<file path="src/swk_pkg.sv">
package swk_pkg;

    localparam int NW           = 4;
    localparam int CORDIC_STEPS = 16;
    localparam int CFG_REGS     = 8;

    localparam int DEG90      = 5760;
    localparam int DEG180     = 11520;
    localparam int DEG360     = 23040;
    localparam int DEG90_FINE = 368640;
    localparam int ONE_Q15    = 32768;
    localparam int ONE_Q20    = 1048576;
    localparam int X0_Q30     = 652032874;

    localparam int SC_XW  = 33;
    localparam int SC_ZW  = 21;
    localparam int VW     = 25;
    localparam int AXW    = 35;
    localparam int AZW    = 22;
    localparam int SQ_BITS = 23;
    localparam int RW     = 48;
    localparam int DIV_BITS = 17;
    localparam int NUMW   = 42;
    localparam int DENW   = 24;

    localparam int SC_LAT    = 18;
    localparam int LANE_LAT  = 4 + SQ_BITS;
    localparam int SCALE_LAT = 4 + DIV_BITS;
    localparam int PIPE_LAT  = SC_LAT + LANE_LAT + SCALE_LAT + 1;

    localparam int ATAN_FINE [CORDIC_STEPS] = '{
        184320, 108810, 57492, 29184, 14649, 7331, 3667, 1833,
        917, 458, 229, 115, 57, 29, 14, 7
    };

    localparam int STOP_ANGLE [NW] = '{2880, 20160, 8640, 14400};
    localparam int OFF_X_RST  [NW] = '{-16384, -16384, 16384, 16384};
    localparam int OFF_Y_RST  [NW] = '{16384, -16384, 16384, -16384};

    typedef struct packed {
        logic                 stop;
        logic                 nz;
        logic [NW-1:0][15:0]  cur;
    } t_side;

endpackage

</file>
<file path="src/swk_sincos.sv">
module swk_sincos
    import swk_pkg::*;
(
    input  logic                    i_clk,
    input  logic                    i_en,
    input  logic signed [15:0]      i_dir,
    output logic signed [SC_XW-1:0] o_cos,
    output logic signed [SC_XW-1:0] o_sin
);

    logic signed [SC_XW-1:0] r_x [0:CORDIC_STEPS];
    logic signed [SC_XW-1:0] r_y [0:CORDIC_STEPS];
    logic signed [SC_ZW-1:0] r_z [0:CORDIC_STEPS];
    logic                    r_neg [0:CORDIC_STEPS];
    logic signed [SC_XW-1:0] r_cos, r_sin;

    logic signed [17:0] w_t0, w_t1, w_t2, w_t3, w_t4;
    logic               w_neg;

    always_comb begin
        w_t0 = 18'(i_dir) + 18'sd5760;
        w_t1 = (w_t0 >= 18'sd11520) ? w_t0 - 18'sd23040 : w_t0;
        w_t2 = (w_t1 >= 18'sd11520) ? w_t1 - 18'sd23040 : w_t1;
        w_t3 = (w_t2 < -18'sd11520) ? w_t2 + 18'sd23040 : w_t2;
        w_t4 = w_t3;
        w_neg = 1'b0;
        if (w_t3 > 18'sd5760) begin
            w_t4 = w_t3 - 18'sd11520;
            w_neg = 1'b1;
        end else if (w_t3 < -18'sd5760) begin
            w_t4 = w_t3 + 18'sd11520;
            w_neg = 1'b1;
        end
    end

    always_ff @(posedge i_clk) begin
        if (i_en) begin
            r_x[0]   <= SC_XW'(X0_Q30);
            r_y[0]   <= '0;
            r_z[0]   <= SC_ZW'(w_t4) <<< 6;
            r_neg[0] <= w_neg;
        end
    end

    for (genvar i = 0; i < CORDIC_STEPS; i++) begin : g_stage
        always_ff @(posedge i_clk) begin
            if (i_en) begin
                if (r_z[i] >= 0) begin
                    r_x[i+1] <= r_x[i] - (r_y[i] >>> i);
                    r_y[i+1] <= r_y[i] + (r_x[i] >>> i);
                    r_z[i+1] <= r_z[i] - SC_ZW'(ATAN_FINE[i]);
                end else begin
                    r_x[i+1] <= r_x[i] + (r_y[i] >>> i);
                    r_y[i+1] <= r_y[i] - (r_x[i] >>> i);
                    r_z[i+1] <= r_z[i] + SC_ZW'(ATAN_FINE[i]);
                end
                r_neg[i+1] <= r_neg[i];
            end
        end
    end

    always_ff @(posedge i_clk) begin
        if (i_en) begin
            r_cos <= r_neg[CORDIC_STEPS] ? -r_x[CORDIC_STEPS] : r_x[CORDIC_STEPS];
            r_sin <= r_neg[CORDIC_STEPS] ? -r_y[CORDIC_STEPS] : r_y[CORDIC_STEPS];
        end
    end

    assign o_cos = r_cos;
    assign o_sin = r_sin;

endmodule

</file>
<file path="config.mk">
export PLATFORM = sky130hd
export DESIGN_NAME = swk_sincos
export DESIGN_NICKNAME = d
export VERILOG_FILES = /design/src/swk_pkg.sv /design/src/swk_sincos.sv
export SDC_FILE = /design/constraint.sdc
export NUM_CORES = 2
export LEC_CHECK = 0
export BUFFER_PORTS_ARGS = -buffer_cell sky130_fd_sc_hd__buf_2
export CAP_MARGIN = 10
export CORE_UTILIZATION = 40
export CTS_CLUSTER_SIZE = 20
export DETAILED_ROUTE_END_ITERATION = 10
export GPL_TIMING_DRIVEN = 1
export SYNTH_ARGS = -nofsm -noshare
export SYNTH_HDL_FRONTEND = slang
export SYNTH_SLANG_ARGS = --single-unit
</file>
<file path="constraint.sdc">
create_clock -name i_clk -period 15.46 [get_ports i_clk]
set_clock_uncertainty 0.2 [all_clocks]
set_input_delay 2.319 -clock i_clk [delete_from_list [all_inputs] [get_ports i_clk]]
set_output_delay 2.319 -clock i_clk [all_outputs]
set_load 0.005 [all_outputs]
</file>
==> results.sh <==
export IMPL_path_class="in2reg"
export IMPL_root_buffer="clkbuf_16"
export IMPL_violations="DRC"
export IMPL_yosysTopAreaCellShare_pct=37.02
export IMPL_dp_hpwl_mm=216.5
export IMPL_tritoncts="built"
export IMPL_rrSetupSlack_ps=8040
export IMPL_synth_edf_count=1334
export IMPL_core_um2=268400
export IMPL_track_usage_pct=19.62
export IMPL_clk_path_buf_depth=4
export IMPL_cts_num_sinks=1334
export IMPL_fin_nets=12440
export IMPL_startpoint_type="input pin"
export IMPL_crit_top_cell="a21oi_1"
export IMPL_slew_violations=0
export IMPL_ys_flop_type="edfxtp_1"
export IMPL_avgSynthCellArea_um2=9.786
export IMPL_max_slew_margin_pct=16.27
export IMPL_start_util_pct=40.32
export IMPL_worstPathMaxFanout=107
export IMPL_die_height_um=522.1
export IMPL_syn_area_um2=108200
export IMPL_routabilityCongestion=0.9275
export IMPL_fin_crit_ps=8949
export IMPL_viasPerCell=5.573
export IMPL_grt_setup_unrepaired="false"
export IMPL_antenna_found_initial=5
export IMPL_dr_total_vias=82790
export IMPL_cp_data_required_time_ps=15810
export IMPL_dieArea_um2=272600
export IMPL_numCtsBuffers=160
export IMPL_htree_levels=4
export IMPL_timing_hold_ws_ps=216.9
export IMPL_ys_warnings_count=0
export IMPL_setup_viol=0
export IMPL_place_ws_ps=5681
export IMPL_tns_ps=0
export IMPL_tightest_slew_ps=1248
export IMPL_post_cts_buffers=0
export IMPL_synthCells=11060
export IMPL_io_pins=84
export IMPL_synth_seq_area_share_pct=37.02
export IMPL_cts_hold_fix_buffers=0
export IMPL_finalCritPeriodShare_pct=57.89
export IMPL_yosysTopAreaCell="edfxtp_1"
export IMPL_grt_pass1_vias=79750
export IMPL_clk_latency_ps=860
export IMPL_postSynthNetCount=12320
export IMPL_path_buf_inv=3
export IMPL_hold_viol=0
export IMPL_area_delta_synth_final_pct=8.986
export IMPL_cp_arrival_ps=9300
export IMPL_drc=1
export IMPL_drv_cap=0
export IMPL_routedWlPerCell_um=18.51
export IMPL_nFillCells=25260
export IMPL_firstDrtPassIters=11
export IMPL_grt_start_max_net_pins=108
export IMPL_endpoint_kind="flip-flop"
export IMPL_yosys_register_bits=1334
export IMPL_grt_pass1_wl_mm=433.2
export IMPL_io_buffer_count=83
export IMPL_ys_types=106
export IMPL_max_stage_delay_ps=1010
export IMPL_crit_slowest_cell="clkinv_1"
export IMPL_hp_class="reg2reg"
export IMPL_cp_cell_sequence="buf_12 -> nand2_1 -> buf_4 -> clkinv_1 -> mux2i_1 -> fa_1 -> a21o_1 -> a21oi_1 -> o21bai_1 -> a21oi_1 -> o31ai_1 -> o41ai_1 -> o21ai_0 -> o41a_1 -> a41o_1 -> o41ai_1 -> o21ai_0 -> o22ai_1 -> o21bai_1 -> a21oi_1 -> xnor2_1"
export IMPL_fin_ws_ps=6511
export IMPL_async_reset_ff_share_pct=0
export IMPL_synthTopCellsByArea="edfxtp_1 (37%), ha_1 (14%), xnor2_1 (9.3%), xor2_1 (4.1%), a21oi_1 (3.9%)"
export IMPL_ctsResizeCount=0
export IMPL_status="complete, but fails checks"
export IMPL_drive_above_1_share_pct=5.257
export IMPL_path_delay_family="compound AO/OA/AOI/OAI gates"
export IMPL_wl_mm=275.0
export IMPL_fp_row_count=190
export IMPL_max_freq_ghz=0.1117
export IMPL_ant_nets=0
export IMPL_clkTransAtPathRegs_ps=60
export IMPL_overflow=0
export IMPL_dieWidth_um=522.1
export IMPL_drt_iter0_drc=5344
## sequential cells by signal, summed over array words and instances, names as in the netlist
| register | count |
|---|---|
| r_y | 496 |
| r_x | 470 |
| r_z | 285 |
| o_cos | 33 |
| o_sin | 33 |
| r_neg | 17 |
## cells by family (layout without fill, tap and decap cells)
| family | count (synthesis) | after routing | synth area share (%) |
|---|---|---|---|
| adders and majority gates | 1240 | 1240 | 14.64 |
| xor gates and xnor gates | 1658 | 1658 | 13.46 |
| and+or+nand+nor | 3230 | 3230 | 14.38 |
| AOI/OAI and AO/OA | 2848 | 2848 | 17.16 |
| muxes | 116 | 116 | 1.131 |
| buffers and inverters | 632 | 874 | 2.224 |
| DFF | 1334 | 1334 | 37.02 |
| other | 0 | 5 | 0 |
## layout make-up
class | instances | area [µm²] | area share, %
Tap cell | 3552 | 4444 | 3.768
Clock inverter | 89 | 933.4 | 0.7914
Antenna cell | 5 | 12.51 | 0.01061
Timing Repair Buffer | 138 | 843.3 | 0.7150
Clock buffer | 188 | 4173 | 3.538
Inverter | 459 | 1723 | 1.461
Multi-Input combinational cell | 9092 | 65750 | 55.75
Sequential cell | 1334 | 40060 | 33.96
## layer usage
metal	GRT usage (%)	vias to the layer above	share of wire, %
li1	-	41240	-
met5	0	-	0.088
met1	25.06	39490	45
met4	5.682	2	2.9
met3	2.144	394	4.0
met2	34.71	1670	49
## synth_stat cells, types with 22 or more instances
cell type,n
nor2b_1,149
a31o_2,47
or3_1,114
clkbuf_1,122
a2111oi_0,22
and3b_1,22
nor4_1,86
a21oi_1,853
buf_1,42
mux2i_1,66
xor2_1,510
o41a_1,28
nor2_1,1032
edfxtp_1,1334
nand2b_1,137
nand2_1,628
nand3b_1,44
nand4_1,25
a21o_1,229
o31ai_1,151
o21bai_1,111
fa_1,43
a31oi_1,132
o21a_1,140
or2_2,64
or4_1,46
a41o_1,44
o21ai_0,543
and3_1,100
and2_1,110
a211oi_1,99
mux2_2,50
o41ai_1,83
nand3_1,225
a21boi_0,91
o211ai_1,40
nor3_1,400
inv_1,454
ha_1,1197
xnor2_1,1145
a41oi_1,29
## path summary, 6_finish.rpt
path,startpoint,end,depth (start not counted)
setup reg to reg,r_z[3][20],r_y[4][30],20
hold / removal,r_z[0][9],r_z[1][9],0
hold reg to reg,r_z[0][9],r_z[1][9],0
setup / recovery,i_en,r_y[4][30],21
## cell usage in the layout (no fill, tap or decap), drive strengths merged, types with 188 or more instances in the layout
| master | n |
|---|---|
| a21o | 229 |
| a21oi | 860 |
| clkbuf | 188 |
| edfxtp | 1334 |
| ha | 1197 |
| inv | 463 |
| nand2 | 628 |
| nand3 | 225 |
| nor2 | 1032 |
| nor3 | 400 |
| o21ai | 553 |
| xnor2 | 1147 |
| xor2 | 510 |
## metrics by stage
stage / utilization (%) / cells / instance area, µm²
5_1_grt: 43.94 / 14860 / 117900
4_1_cts: 43.94 / 14850 / 117900
3_5_place_dp: 42.04 / 14580 / 112800
2_1_floorplan: - / 11060 / 108200
6_report: 43.94 / 14860 / 117900
3_3_place_gp: 42.04 / 14580 / 112800
Power is left out: the tool's default activity adds up to more than one toggle a clock period on the data nets, which glitch-free logic cannot reach.
